## src/hdl/vced_pkg.sv

```systemverilog
`timescale 1ns / 1ps
// Shared types and constants for the vibration cycle-end detector.
// Used by every module under hdl; depends on nothing else.
package vced_pkg;

    localparam int unsigned WinW   = 4;
    localparam int unsigned ThrW   = 4;
    localparam int unsigned QuietW = 16;
    localparam int unsigned AddrW  = 4;
    localparam int unsigned DataW  = 32;

    localparam logic [WinW-1:0]   WIN_LEN_RST   = 4'd10;
    localparam logic [ThrW-1:0]   VOTE_THR_RST  = 4'd4;
    localparam logic [QuietW-1:0] QUIET_LIM_RST = 16'd600;

    // Register indexes on the configuration port.
    localparam logic [1:0] REG_WINDOW_LEN     = 2'd0;
    localparam logic [1:0] REG_VOTE_THRESHOLD = 2'd1;
    localparam logic [1:0] REG_QUIET_LIMIT    = 2'd2;

    // Phase codes as seen on the result port.
    localparam logic [1:0] PH_IDLE     = 2'd0;
    localparam logic [1:0] PH_ACTIVE   = 2'd1;
    localparam logic [1:0] PH_WAITING  = 2'd2;
    localparam logic [1:0] PH_COMPLETE = 2'd3;

    typedef enum logic [3:0] {
        ST_IDLE     = 4'b0001,
        ST_ACTIVE   = 4'b0010,
        ST_WAITING  = 4'b0100,
        ST_COMPLETE = 4'b1000
    } phase_state_t;

    typedef struct packed {
        logic win_end;
        logic vib;
    } decision_t;

    typedef struct packed {
        logic [1:0] phase;
        logic       start;
        logic       done;
    } phase_res_t;

endpackage

```

## src/hdl/vibration_cycle_end_detector_top.sv

```systemverilog
`timescale 1ns / 1ps
// Top level of the vibration cycle-end detector: handshakes and result register.
// Depends on vced_pkg, vced_cfg, vced_window and vced_phase.
//
// Each transfer on the input carries one pin sample, and a new sample can be
// taken on every clock while in_ready is high. Every window_len samples the
// block produces one result, held in an output register until taken. While that
// result waits, samples that do not close a window are still taken; a sample that
// would close the next window waits until the output register is free.
// Configuration should only be written while the block is idle.
module vibration_cycle_end_detector_top
(
    input  logic                           clk,
    input  logic                           rst_n,
    input  logic                           psel,
    input  logic                           penable,
    input  logic                           pwrite,
    input  logic [vced_pkg::AddrW-1:0]     paddr,
    input  logic [vced_pkg::DataW-1:0]     pwdata,
    output logic [vced_pkg::DataW-1:0]     prdata,
    output logic                           pready,
    input  logic                           in_valid,
    output logic                           in_ready,
    input  logic                           pin_level,
    output logic                           out_valid,
    input  logic                           out_ready,
    output logic                           vibration,
    output logic [1:0]                     phase,
    output logic                           cycle_begin,
    output logic                           cycle_done
);

    logic [vced_pkg::WinW-1:0]   window_len;
    logic [vced_pkg::ThrW-1:0]   vote_threshold;
    logic [vced_pkg::QuietW-1:0] quiet_limit;
    vced_pkg::decision_t         dec;
    vced_pkg::phase_res_t        pres;
    logic                        step;
    logic                        decide;
    logic                        out_valid_reg;
    logic                        out_valid_next;
    logic                        vib_reg;
    logic [1:0]                  phase_reg;
    logic                        start_reg;
    logic                        done_reg;

    vced_cfg u_cfg
    (
        .clk            (clk),
        .rst_n          (rst_n),
        .psel           (psel),
        .penable        (penable),
        .pwrite         (pwrite),
        .paddr          (paddr),
        .pwdata         (pwdata),
        .prdata         (prdata),
        .pready         (pready),
        .window_len     (window_len),
        .vote_threshold (vote_threshold),
        .quiet_limit    (quiet_limit)
    );

    vced_window u_window
    (
        .clk            (clk),
        .rst_n          (rst_n),
        .step           (step),
        .pin_level      (pin_level),
        .window_len     (window_len),
        .vote_threshold (vote_threshold),
        .dec            (dec)
    );

    vced_phase u_phase
    (
        .clk         (clk),
        .rst_n       (rst_n),
        .decide      (decide),
        .vib         (dec.vib),
        .quiet_limit (quiet_limit),
        .res         (pres)
    );

    assign in_ready = !out_valid_reg || out_ready || !dec.win_end;
    assign step     = in_valid && in_ready;
    assign decide   = step && dec.win_end;

    always_comb
    begin
        out_valid_next = out_valid_reg;
        if (decide)
        begin
            out_valid_next = 1'b1;
        end
        else if (out_ready)
        begin
            out_valid_next = 1'b0;
        end
    end

    always_ff @(posedge clk or negedge rst_n)
    begin
        if (!rst_n)
        begin
            out_valid_reg <= 1'b0;
        end
        else
        begin
            out_valid_reg <= out_valid_next;
        end
    end

    always_ff @(posedge clk)
    begin
        if (decide)
        begin
            vib_reg   <= dec.vib;
            phase_reg <= pres.phase;
            start_reg <= pres.start;
            done_reg  <= pres.done;
        end
    end

    assign out_valid   = out_valid_reg;
    assign vibration   = vib_reg;
    assign phase       = phase_reg;
    assign cycle_begin = start_reg;
    assign cycle_done  = done_reg;

    // A sample that closes a window must never overwrite a result still waiting.
    assert property (@(posedge clk) disable iff (!rst_n)
        (out_valid_reg && !out_ready && step) |-> !dec.win_end)
        else $error("window closed while result register was full");

    // A cycle start is only reported on a vibrating window that lands in active.
    assert property (@(posedge clk) disable iff (!rst_n)
        (out_valid && cycle_begin) |-> (vibration && phase == vced_pkg::PH_ACTIVE))
        else $error("cycle_begin with inconsistent phase or vote");

    // Completion comes only from a quiet window and leaves the machine in complete.
    assert property (@(posedge clk) disable iff (!rst_n)
        (out_valid && cycle_done) |-> (!vibration && phase == vced_pkg::PH_COMPLETE
                                       && !cycle_begin))
        else $error("cycle_done with inconsistent phase or vote");

    // A decision always produces a visible result on the next cycle.
    assert property (@(posedge clk) disable iff (!rst_n)
        decide |=> out_valid)
        else $error("window decision lost");

endmodule

```

## src/hdl/vced_cfg.sv

```systemverilog
`timescale 1ns / 1ps
// APB-style configuration registers: window length, vote threshold, quiet limit.
// Depends on vced_pkg.
module vced_cfg
(
    input  logic                           clk,
    input  logic                           rst_n,
    input  logic                           psel,
    input  logic                           penable,
    input  logic                           pwrite,
    input  logic [vced_pkg::AddrW-1:0]     paddr,
    input  logic [vced_pkg::DataW-1:0]     pwdata,
    output logic [vced_pkg::DataW-1:0]     prdata,
    output logic                           pready,
    output logic [vced_pkg::WinW-1:0]      window_len,
    output logic [vced_pkg::ThrW-1:0]      vote_threshold,
    output logic [vced_pkg::QuietW-1:0]    quiet_limit
);

    logic [vced_pkg::WinW-1:0]   win_len_reg;
    logic [vced_pkg::ThrW-1:0]   vote_thr_reg;
    logic [vced_pkg::QuietW-1:0] quiet_lim_reg;
    logic [1:0]                  reg_idx;
    logic                        wr_en;

    assign pready  = 1'b1;
    assign reg_idx = paddr[3:2];
    assign wr_en   = psel && penable && pwrite;

    always_ff @(posedge clk or negedge rst_n)
    begin
        if (!rst_n)
        begin
            win_len_reg   <= vced_pkg::WIN_LEN_RST;
            vote_thr_reg  <= vced_pkg::VOTE_THR_RST;
            quiet_lim_reg <= vced_pkg::QUIET_LIM_RST;
        end
        else if (wr_en)
        begin
            if (reg_idx == vced_pkg::REG_WINDOW_LEN)
            begin
                win_len_reg <= pwdata[vced_pkg::WinW-1:0];
            end
            if (reg_idx == vced_pkg::REG_VOTE_THRESHOLD)
            begin
                vote_thr_reg <= pwdata[vced_pkg::ThrW-1:0];
            end
            if (reg_idx == vced_pkg::REG_QUIET_LIMIT)
            begin
                quiet_lim_reg <= pwdata[vced_pkg::QuietW-1:0];
            end
        end
    end

    always_comb
    begin
        prdata = '0;
        unique case (reg_idx)
            vced_pkg::REG_WINDOW_LEN:
            begin
                prdata[vced_pkg::WinW-1:0] = win_len_reg;
            end
            vced_pkg::REG_VOTE_THRESHOLD:
            begin
                prdata[vced_pkg::ThrW-1:0] = vote_thr_reg;
            end
            vced_pkg::REG_QUIET_LIMIT:
            begin
                prdata[vced_pkg::QuietW-1:0] = quiet_lim_reg;
            end
            default:
            begin
                prdata = '0;
            end
        endcase
    end

    assign window_len     = win_len_reg;
    assign vote_threshold = vote_thr_reg;
    assign quiet_limit    = quiet_lim_reg;

endmodule

```

## src/hdl/vced_window.sv

```systemverilog
`timescale 1ns / 1ps
// Sample window: counts low pin samples and makes the vote at each window end.
// Depends on vced_pkg.
module vced_window
(
    input  logic                        clk,
    input  logic                        rst_n,
    input  logic                        step,
    input  logic                        pin_level,
    input  logic [vced_pkg::WinW-1:0]   window_len,
    input  logic [vced_pkg::ThrW-1:0]   vote_threshold,
    output vced_pkg::decision_t         dec
);

    logic [vced_pkg::WinW-1:0] pos_reg;
    logic [vced_pkg::WinW-1:0] pos_next;
    logic [vced_pkg::ThrW-1:0] low_reg;
    logic [vced_pkg::ThrW-1:0] low_next;
    logic [vced_pkg::ThrW-1:0] low_inc;
    logic [vced_pkg::WinW-1:0] len_eff;
    logic [vced_pkg::WinW:0]   pos_inc;

    // A zero length behaves as one sample per window.
    assign len_eff = (window_len == '0) ? vced_pkg::WinW'(1) : window_len;
    assign pos_inc = {1'b0, pos_reg} + (vced_pkg::WinW+1)'(1);

    // The window end is known before the sample arrives; it clears the counters and marks a decision.
    assign dec.win_end = (pos_inc >= {1'b0, len_eff});
    assign low_inc     = (!pin_level && (low_reg != '1)) ? low_reg + vced_pkg::ThrW'(1)
                                                         : low_reg;
    assign dec.vib     = (low_inc >= vote_threshold);

    always_comb
    begin
        pos_next = pos_reg;
        low_next = low_reg;
        if (step)
        begin
            if (dec.win_end)
            begin
                pos_next = '0;
                low_next = '0;
            end
            else
            begin
                pos_next = pos_inc[vced_pkg::WinW-1:0];
                low_next = low_inc;
            end
        end
    end

    always_ff @(posedge clk or negedge rst_n)
    begin
        if (!rst_n)
        begin
            pos_reg <= '0;
            low_reg <= '0;
        end
        else
        begin
            pos_reg <= pos_next;
            low_reg <= low_next;
        end
    end

endmodule

```

## src/hdl/vced_phase.sv

```systemverilog
`timescale 1ns / 1ps
// Four-phase cycle machine with the saturating quiet counter.
// Depends on vced_pkg.
module vced_phase
(
    input  logic                          clk,
    input  logic                          rst_n,
    input  logic                          decide,
    input  logic                          vib,
    input  logic [vced_pkg::QuietW-1:0]   quiet_limit,
    output vced_pkg::phase_res_t          res
);

    vced_pkg::phase_state_t      state_reg;
    vced_pkg::phase_state_t      state_next;
    logic [vced_pkg::QuietW-1:0] quiet_reg;
    logic [vced_pkg::QuietW-1:0] quiet_next;
    logic [vced_pkg::QuietW-1:0] quiet_inc;
    logic                        start;
    logic                        done;

    assign quiet_inc = (quiet_reg != '1) ? quiet_reg + vced_pkg::QuietW'(1) : quiet_reg;

    always_comb
    begin
        state_next = state_reg;
        quiet_next = quiet_reg;
        start      = 1'b0;
        done       = 1'b0;
        unique case (state_reg)
            vced_pkg::ST_IDLE:
            begin
                if (vib)
                begin
                    state_next = vced_pkg::ST_ACTIVE;
                    start      = 1'b1;
                end
            end
            vced_pkg::ST_ACTIVE:
            begin
                if (!vib)
                begin
                    state_next = vced_pkg::ST_WAITING;
                    quiet_next = '0;
                end
            end
            vced_pkg::ST_WAITING:
            begin
                if (vib)
                begin
                    state_next = vced_pkg::ST_ACTIVE;
                end
                else
                begin
                    quiet_next = quiet_inc;
                    if (quiet_inc > quiet_limit)
                    begin
                        state_next = vced_pkg::ST_COMPLETE;
                        done       = 1'b1;
                    end
                end
            end
            vced_pkg::ST_COMPLETE:
            begin
                state_next = vced_pkg::ST_IDLE;
            end
            default:
            begin
                state_next = vced_pkg::ST_IDLE;
            end
        endcase
    end

    always_comb
    begin
        unique case (state_next)
            vced_pkg::ST_IDLE:     res.phase = vced_pkg::PH_IDLE;
            vced_pkg::ST_ACTIVE:   res.phase = vced_pkg::PH_ACTIVE;
            vced_pkg::ST_WAITING:  res.phase = vced_pkg::PH_WAITING;
            vced_pkg::ST_COMPLETE: res.phase = vced_pkg::PH_COMPLETE;
            default:               res.phase = vced_pkg::PH_IDLE;
        endcase
    end

    assign res.start = start;
    assign res.done  = done;

    always_ff @(posedge clk or negedge rst_n)
    begin
        if (!rst_n)
        begin
            state_reg <= vced_pkg::ST_IDLE;
            quiet_reg <= '0;
        end
        else if (decide)
        begin
            state_reg <= state_next;
            quiet_reg <= quiet_next;
        end
    end

endmodule
```

## config.mk

```make
export PLATFORM = sky130hd
export DESIGN_NAME = vibration_cycle_end_detector_top
export DESIGN_NICKNAME = d
export VERILOG_FILES = /design/src/hdl/vced_pkg.sv /design/src/hdl/vibration_cycle_end_detector_top.sv /design/src/hdl/vced_cfg.sv /design/src/hdl/vced_window.sv /design/src/hdl/vced_phase.sv
export SDC_FILE = /design/constraint.sdc
export NUM_CORES = 1
export LEC_CHECK = 0
export BUFFER_PORTS_ARGS = -buffer_cell sky130_fd_sc_hd__buf_4
export CORE_MARGIN = 2
export CORE_UTILIZATION = 55
export CTS_CLUSTER_SIZE = 16
export DETAILED_ROUTE_END_ITERATION = 7
export PLACE_DENSITY_LB_ADDON = 0.1
export SLEW_MARGIN = 20
export SYNTH_ARGS = -nofsm -noshare
export SYNTH_HDL_FRONTEND = slang
export SYNTH_SLANG_ARGS = --single-unit
```

## constraint.sdc

```tcl
create_clock -name clk -period 3.4 [get_ports clk]
set_clock_uncertainty 0.1 [all_clocks]
set_input_delay 0.51 -clock clk [delete_from_list [all_inputs] [get_ports clk]]
set_output_delay 0.51 -clock clk [all_outputs]
set_load 0.01 [all_outputs]
```

# Yosys cells after proc, flatten, opt, wreduce, memory -nomap -nowiden
# Index checks and enable logic that the tools add are counted.
dict set report totals {
  mem_bits_rw 0
  mem_count 0
  romBits 0
  ff_bits 58
  inputBits 44
  latch_bits 0
  output_inout_bits 40
}
dict set report classes {
  n_reduce_logical 19
  n_eq_ne 12
  n_mux 20
  add_sub_neg 3
  div_mod_pow 0
  mul 0
  magnitude_cmp 3
  shifts 0
  n_bitwise 1
}
# op count
set op_table {}
lappend op_table {{16-bit 2-to-1 mux} 3}
lappend op_table {{4-bit 2-to-1 mux} 8}
lappend op_table {{16-bit one-hot mux with 2 select lines} 1}
lappend op_table {{4-bit one-hot mux with 3 select lines} 2}
lappend op_table {{16-bit by 1-bit adder with 16-bit output (second input constant)} 1}
lappend op_table {{16-bit > comparator} 1}
lappend op_table {{16-bit inequality test (second input constant)} 1}
lappend op_table {{12-bit 2-to-1 mux} 1}
lappend op_table {{4-bit by 2-bit equality test with 1-bit output (second input constant)} 2}
lappend op_table {{4-bit by 3-bit equality test with 1-bit output (second input constant)} 2}
lappend op_table {{2-bit one-hot mux with 3 select lines} 1}
lappend op_table {{2-bit AND reduction} 3}
lappend op_table {{4-bit by 1-bit adder with 5-bit output (second input constant)} 1}
lappend op_table {{5-bit by 4-bit >= comparator with 1-bit output} 1}
lappend op_table {{1-bit logical AND} 5}
lappend op_table {{4-bit by 1-bit adder with 4-bit output (second input constant)} 1}
lappend op_table {{4-bit by 1-bit equality test with 1-bit output (second input constant)} 1}
lappend op_table {{4-bit equality test (second input constant)} 1}
lappend op_table {{4-bit >= comparator} 1}
lappend op_table {{4-bit zero test} 1}
lappend op_table {{1-bit 2-to-1 mux} 4}
lappend op_table {{2-bit inequality test (second input constant)} 2}
lappend op_table {{4-bit inequality test (second input constant)} 1}
lappend op_table {{4-bit AND reduction} 1}
lappend op_table {{8 further kinds} 12}

# Depth between registers and ports, before layout
dict set report depth {
  word_depth 8
  depth_mapped 13
}

# Modules after synthesis
# A second synthesis with hierarchy kept.
dict set report hier_totals {
  hier_cells 405
  area_unflattened_um2 3982.6
}
# mod cells_per_inst area_each_um2 instances seq_area_each_um2
set by_module_without_submodules {}
lappend by_module_without_submodules {vced_phase 220 1771.7 1 501.7}
lappend by_module_without_submodules {vced_cfg 101 1307.5 1 609.3}
lappend by_module_without_submodules {vced_window 72 685.7 1 200.2}
lappend by_module_without_submodules {vibration_cycle_end_detector_top 12 217.7 1 175.2}

# Worst setup path before layout
# No wires, ideal clock.
dict set report synth_path {
  kind {register to register}
  startpoint {register u_window.low_reg[0] (netlist name)}
  endpoint {register u_phase.quiet_reg[12] (netlist name)}
  period_less_slack_ns 3.142
  setup_time_ns 0.121
  arrival_time_ns 2.921
  path_stages_with_launch 10
  required_ns 3.179
  n_path_buf 1
  setup_slack_ns 0.258
  path_cell_list {dfrtp_1 -> ha_1 -> a31oi_1 -> mux2_2 -> ha_1 -> a2111oi_4 -> nor3_4 -> or4_4 -> buf_6 -> a22o_1}
}
dict set report synth_via {
  elab_chain_cells 6
  elab_cells_between_ends 8
}
# element line
set synth_rtl {}
lappend synth_rtl {{start, declared} vced_window.sv:17} ;# logic [vced_pkg::ThrW-1:0] low_reg;
lappend synth_rtl {{start signal, assigned} vced_window.sv:62} ;# low_reg <= low_next;
lappend synth_rtl {{branches (longest 2 deep; another with 4-bit by 1-bit adder with 4-bit output)} --}
lappend synth_rtl {{4-bit 2-to-1 mux (*)} vced_window.sv:29} ;# assign low_inc = (!pin_level && (low_reg != '1)) ? low_reg + vced_pkg::ThrW'(1)
lappend synth_rtl {{4-bit >= comparator (*)} vced_window.sv:31} ;# assign dec.vib = (low_inc >= vote_threshold);
lappend synth_rtl {{net u_phase.vib} vced_phase.sv:9} ;# input logic vib,
lappend synth_rtl {{2-bit inequality test (no source line)} --}
lappend synth_rtl {{4-bit AND reduction (no source line) (*)} --}
lappend synth_rtl {{end signal, assigned} vced_phase.sv:98} ;# quiet_reg <= quiet_next;
lappend synth_rtl {{end, declared} vced_phase.sv:16} ;# logic [vced_pkg::QuietW-1:0] quiet_reg;
# Mark *: on every way through the listed nets, which the timed path passes.
# A chain may end at the register's enable or synchronous reset.

# Worst setup path in the final report
dict set report layout_path {
  startpoint {register u_window.low_reg[0] (netlist name)}
  endpoint {register u_phase.quiet_reg[14] (netlist name)}
}
# Same word-level chain as after synthesis.

==> impl_results.md <==
* Input/output buffers at 48
* Starting Density at 0.5633
* Pint at 1.648 mW
* First-pass GRT wire length at 12880 um
* Slew @ Worst Pin at 0.6668 ns
* Die Ht at 86.96 um
* Die Wd at 86.96 um
* Initial antenna violation count at 0
* Clock transition at path regs at 0.07 ns
* Setup TNS at 0 ns
* Total gr overflow at 0
* CTS H-tree lvls at 3
* Ant. Diodes at 0
* Final min period at 3.242 ns
* Clk sinks at 58
* Setup crit end kind: register
* Iteration-0 DRC Markers at 135
* Final Total Pwr at 2.631 mW
* Post-synth top area share at 0.2975
* Endpoints failing hold at 0
* Crit path buf inv count at 0
* Worst slew margin at 0.5555
* PwrDens at 596.8 nW/um^2
* Routed vias/inst at 5.524
* Core Rows at 30
* TritonCTS clock tree: built
* Number of max-cap violations at 0
* Fmax at 0.3084 GHz
* Ratio of cells with drive above 1 in the final layout at 0.2446
* Fillers at 571
* Leakage at 2.102 nW
* Slowest cell delay on critical path at 0.61 ns
* Gr usage total at 0.2170
* Crit-path leading delay family: compound AO/OA/AOI/OAI gates
* Max Slew Vio Count at 0
* Reg2Reg Launch Point: u_window.low_reg[0]
* EDFF count, synth at 5
* Combinational share of power at 0.400
* DRT Pass-1 Iters at 4
* R2R depth at 8
* Synth Flop Type: dfrtp_1
* Area of the core at 6719 sq um
* Switching Share at 0.3737
* Hold WC Path Type: in2async
* DRC violations left at 0
* Ys async rst share at 0.9138
* Most frequent cell after synthesis: nand2_1
* Final setup vio count at 0
* Clk root buf: clkbuf_8
* GP Congestion at 0.8664
* # IOs at 84
* FF-to-FF setup slack at 0.16 ns
* R2r endpoint: u_phase.quiet_reg[14]
* Sequential-to-total area share from yosys stat at 0.3927
* Register bit count reported by yosys at 58
* Clock tree buffer depth at 2
* Final ANT Viol Nets at 0
* Net Switching at 0.9833 mW
* Synth Instances at 405
* Vias at 3016
* Pin count of the biggest net entering global routing at 54
* Sequential share of power at 0.380
* Clock Latency Late Sink at 0.34 ns
* Die Footprint at 7561 sq um
* Yosys cell types at 52
* Cell Chain, Critical Path: ha_1, a31oi_2, mux2_2, ha_1, a2111oi_4, nor3_4, or4_4, a22o_1
* Layout Nets at 532
* Area Growth Syn to Fin at 16.46%
* Syn Area/Cell at 9.345 sq um
* Worst VDD drop at 0.0004247 V
* Critical Path Fanout Max at 10
* Synth area leaders: dfrtp_1, ha_1, dfstp_2
* Clock power share at 0.220
* Drt wl/cell at 14.07 um
* Hpwl dp at 5732 um
* CP Launch Type: register
* Post-synth top cells: nand2_1, dfrtp_1, o21ai_0, ha_1, inv_1
* CP max-delay cell: or4_4
* Number of global-route vias before repair at 2779
* Outcome: finished, final reports clean
* CP arrival at 3.36 ns
* CTS buffer count at 9
* RSZ-0062 raised after global routing: no
* Synth Cell Area at 3785 sq um
* Crit-path most repeated cell: ha_1
* CP Class: reg2reg
* Cell accounting for the most synthesized area: dfrtp_1
* Detailed Route WL at 7681 um
* YS warnings at 0
* Ratio of final minimum period to clock period at 0.9535
* Worst EP required at 3.51 ns
-- stage by stage --
stage | hold slack [ns] | std cells | setup slack [ns] | instance area [sq um] | utilization
detailed placement | 0.4255 | 529 | 0.1302 | 4197 | 0.6246
floorplan | 0.1144 | 420 | 0.2579 | 3841 | -
finish | 0.09998 | 546 | 0.1580 | 4408 | 0.6561
CTS | 0.1283 | 545 | 0.09752 | 4377 | 0.6514
global placement | 0.4169 | 529 | 0.1705 | 4197 | 0.6246
global route | 0.1468 | 546 | 0.01376 | 4408 | 0.6561
-- power groups by stage --
stage | logic (mW) | clock network [mW] | registers [mW]
floorplan | 0.781 | 0 | 0.986
global placement | 1.00 | 0 | 1.01
detailed placement | 1.05 | 0 | 1.01
CTS | 1.05 | 0.596 | 0.999
global route | 1.19 | 0.634 | 1.02
finish | 1.05 | 0.580 | 0.999
-- cell usage in the layout (no fill, tap or decap), types with 3 or more instances in the layout --
master / instances
xor2_1: 8
nand2_1: 47
o21ai_0: 31
nand4_1: 8
dfrtp_1: 45
conb_1: 17
o21ai_1: 5
a31oi_1: 11
nor2b_1: 6
edfxtp_1: 5
clkbuf_8: 11
ha_1: 27
a21oi_1: 21
buf_4: 59
nand2b_1: 4
nand3_1: 13
nor2_1: 18
mux2i_1: 4
xnor2_1: 7
and2_1: 13
and4_1: 4
inv_1: 25
clkinv_2: 4
and3_1: 6
a22o_1: 5
dfstp_2: 8
mux2_2: 9
nor3_1: 3
o211ai_1: 3
a32o_1: 6
-- routing by layer --
metal	vias up	GRT usage	wire length, um
met2	77	0.3213	3384
li1	1530	-	-
met1	1395	0.3107	3768
met3	14	0.05403	435
met4	0	0.07244	92
met5	-	0	0
-- how the worst max path moves through the flow --
stage | startpoint | end | cells past startpoint
after detailed placement | u_window.low_reg[0] | u_phase.quiet_reg[4] | 8
after global placement | u_window.low_reg[0] | u_phase.quiet_reg[14] | 8
after global routing | u_phase.quiet_reg[8] | cycle_done | 11
final | u_window.low_reg[0] | u_phase.quiet_reg[14] | 8
after floorplan | u_window.low_reg[0] | u_phase.quiet_reg[12] | 9
after CTS | u_window.low_reg[0] | u_phase.quiet_reg[14] | 8
-- area by class of cell --
type                       count  area, sq um  share of cell area
multi-input combinational    307         2101              0.4766
sequential                    58         1486              0.3372
timing repair buffer          59        442.9              0.1005
clock buffer                  11        151.4             0.03435
tap                           80        100.1             0.02271
inverter                      26        97.59             0.02214
clock inverter                 5        28.78            0.006529
-- timing repair --
action	in CTS	in global routing
endpoints found under the setup margin	0	13
resized for setup	0	6
setup buffers	0	1
hold buffers	0	0
-- cells by family (layout without fill, tap and decap cells) --
group / Yosys count / in the layout / synth area share
xor gates and xnor gates: 15 / 15 / 0.03471
muxes: 13 / 13 / 0.03736
adders and majority gates: 27 / 27 / 0.08926
AOI/OAI and AO/OA: 97 / 97 / 0.1712
buffers and inverters: 55 / 101 / 0.07471
and+or+nand+nor: 138 / 138 / 0.1980
other: 2 / 17 / 0.001984
DFF: 58 / 58 / 0.3927
Power figures use the tool's default switching activity.
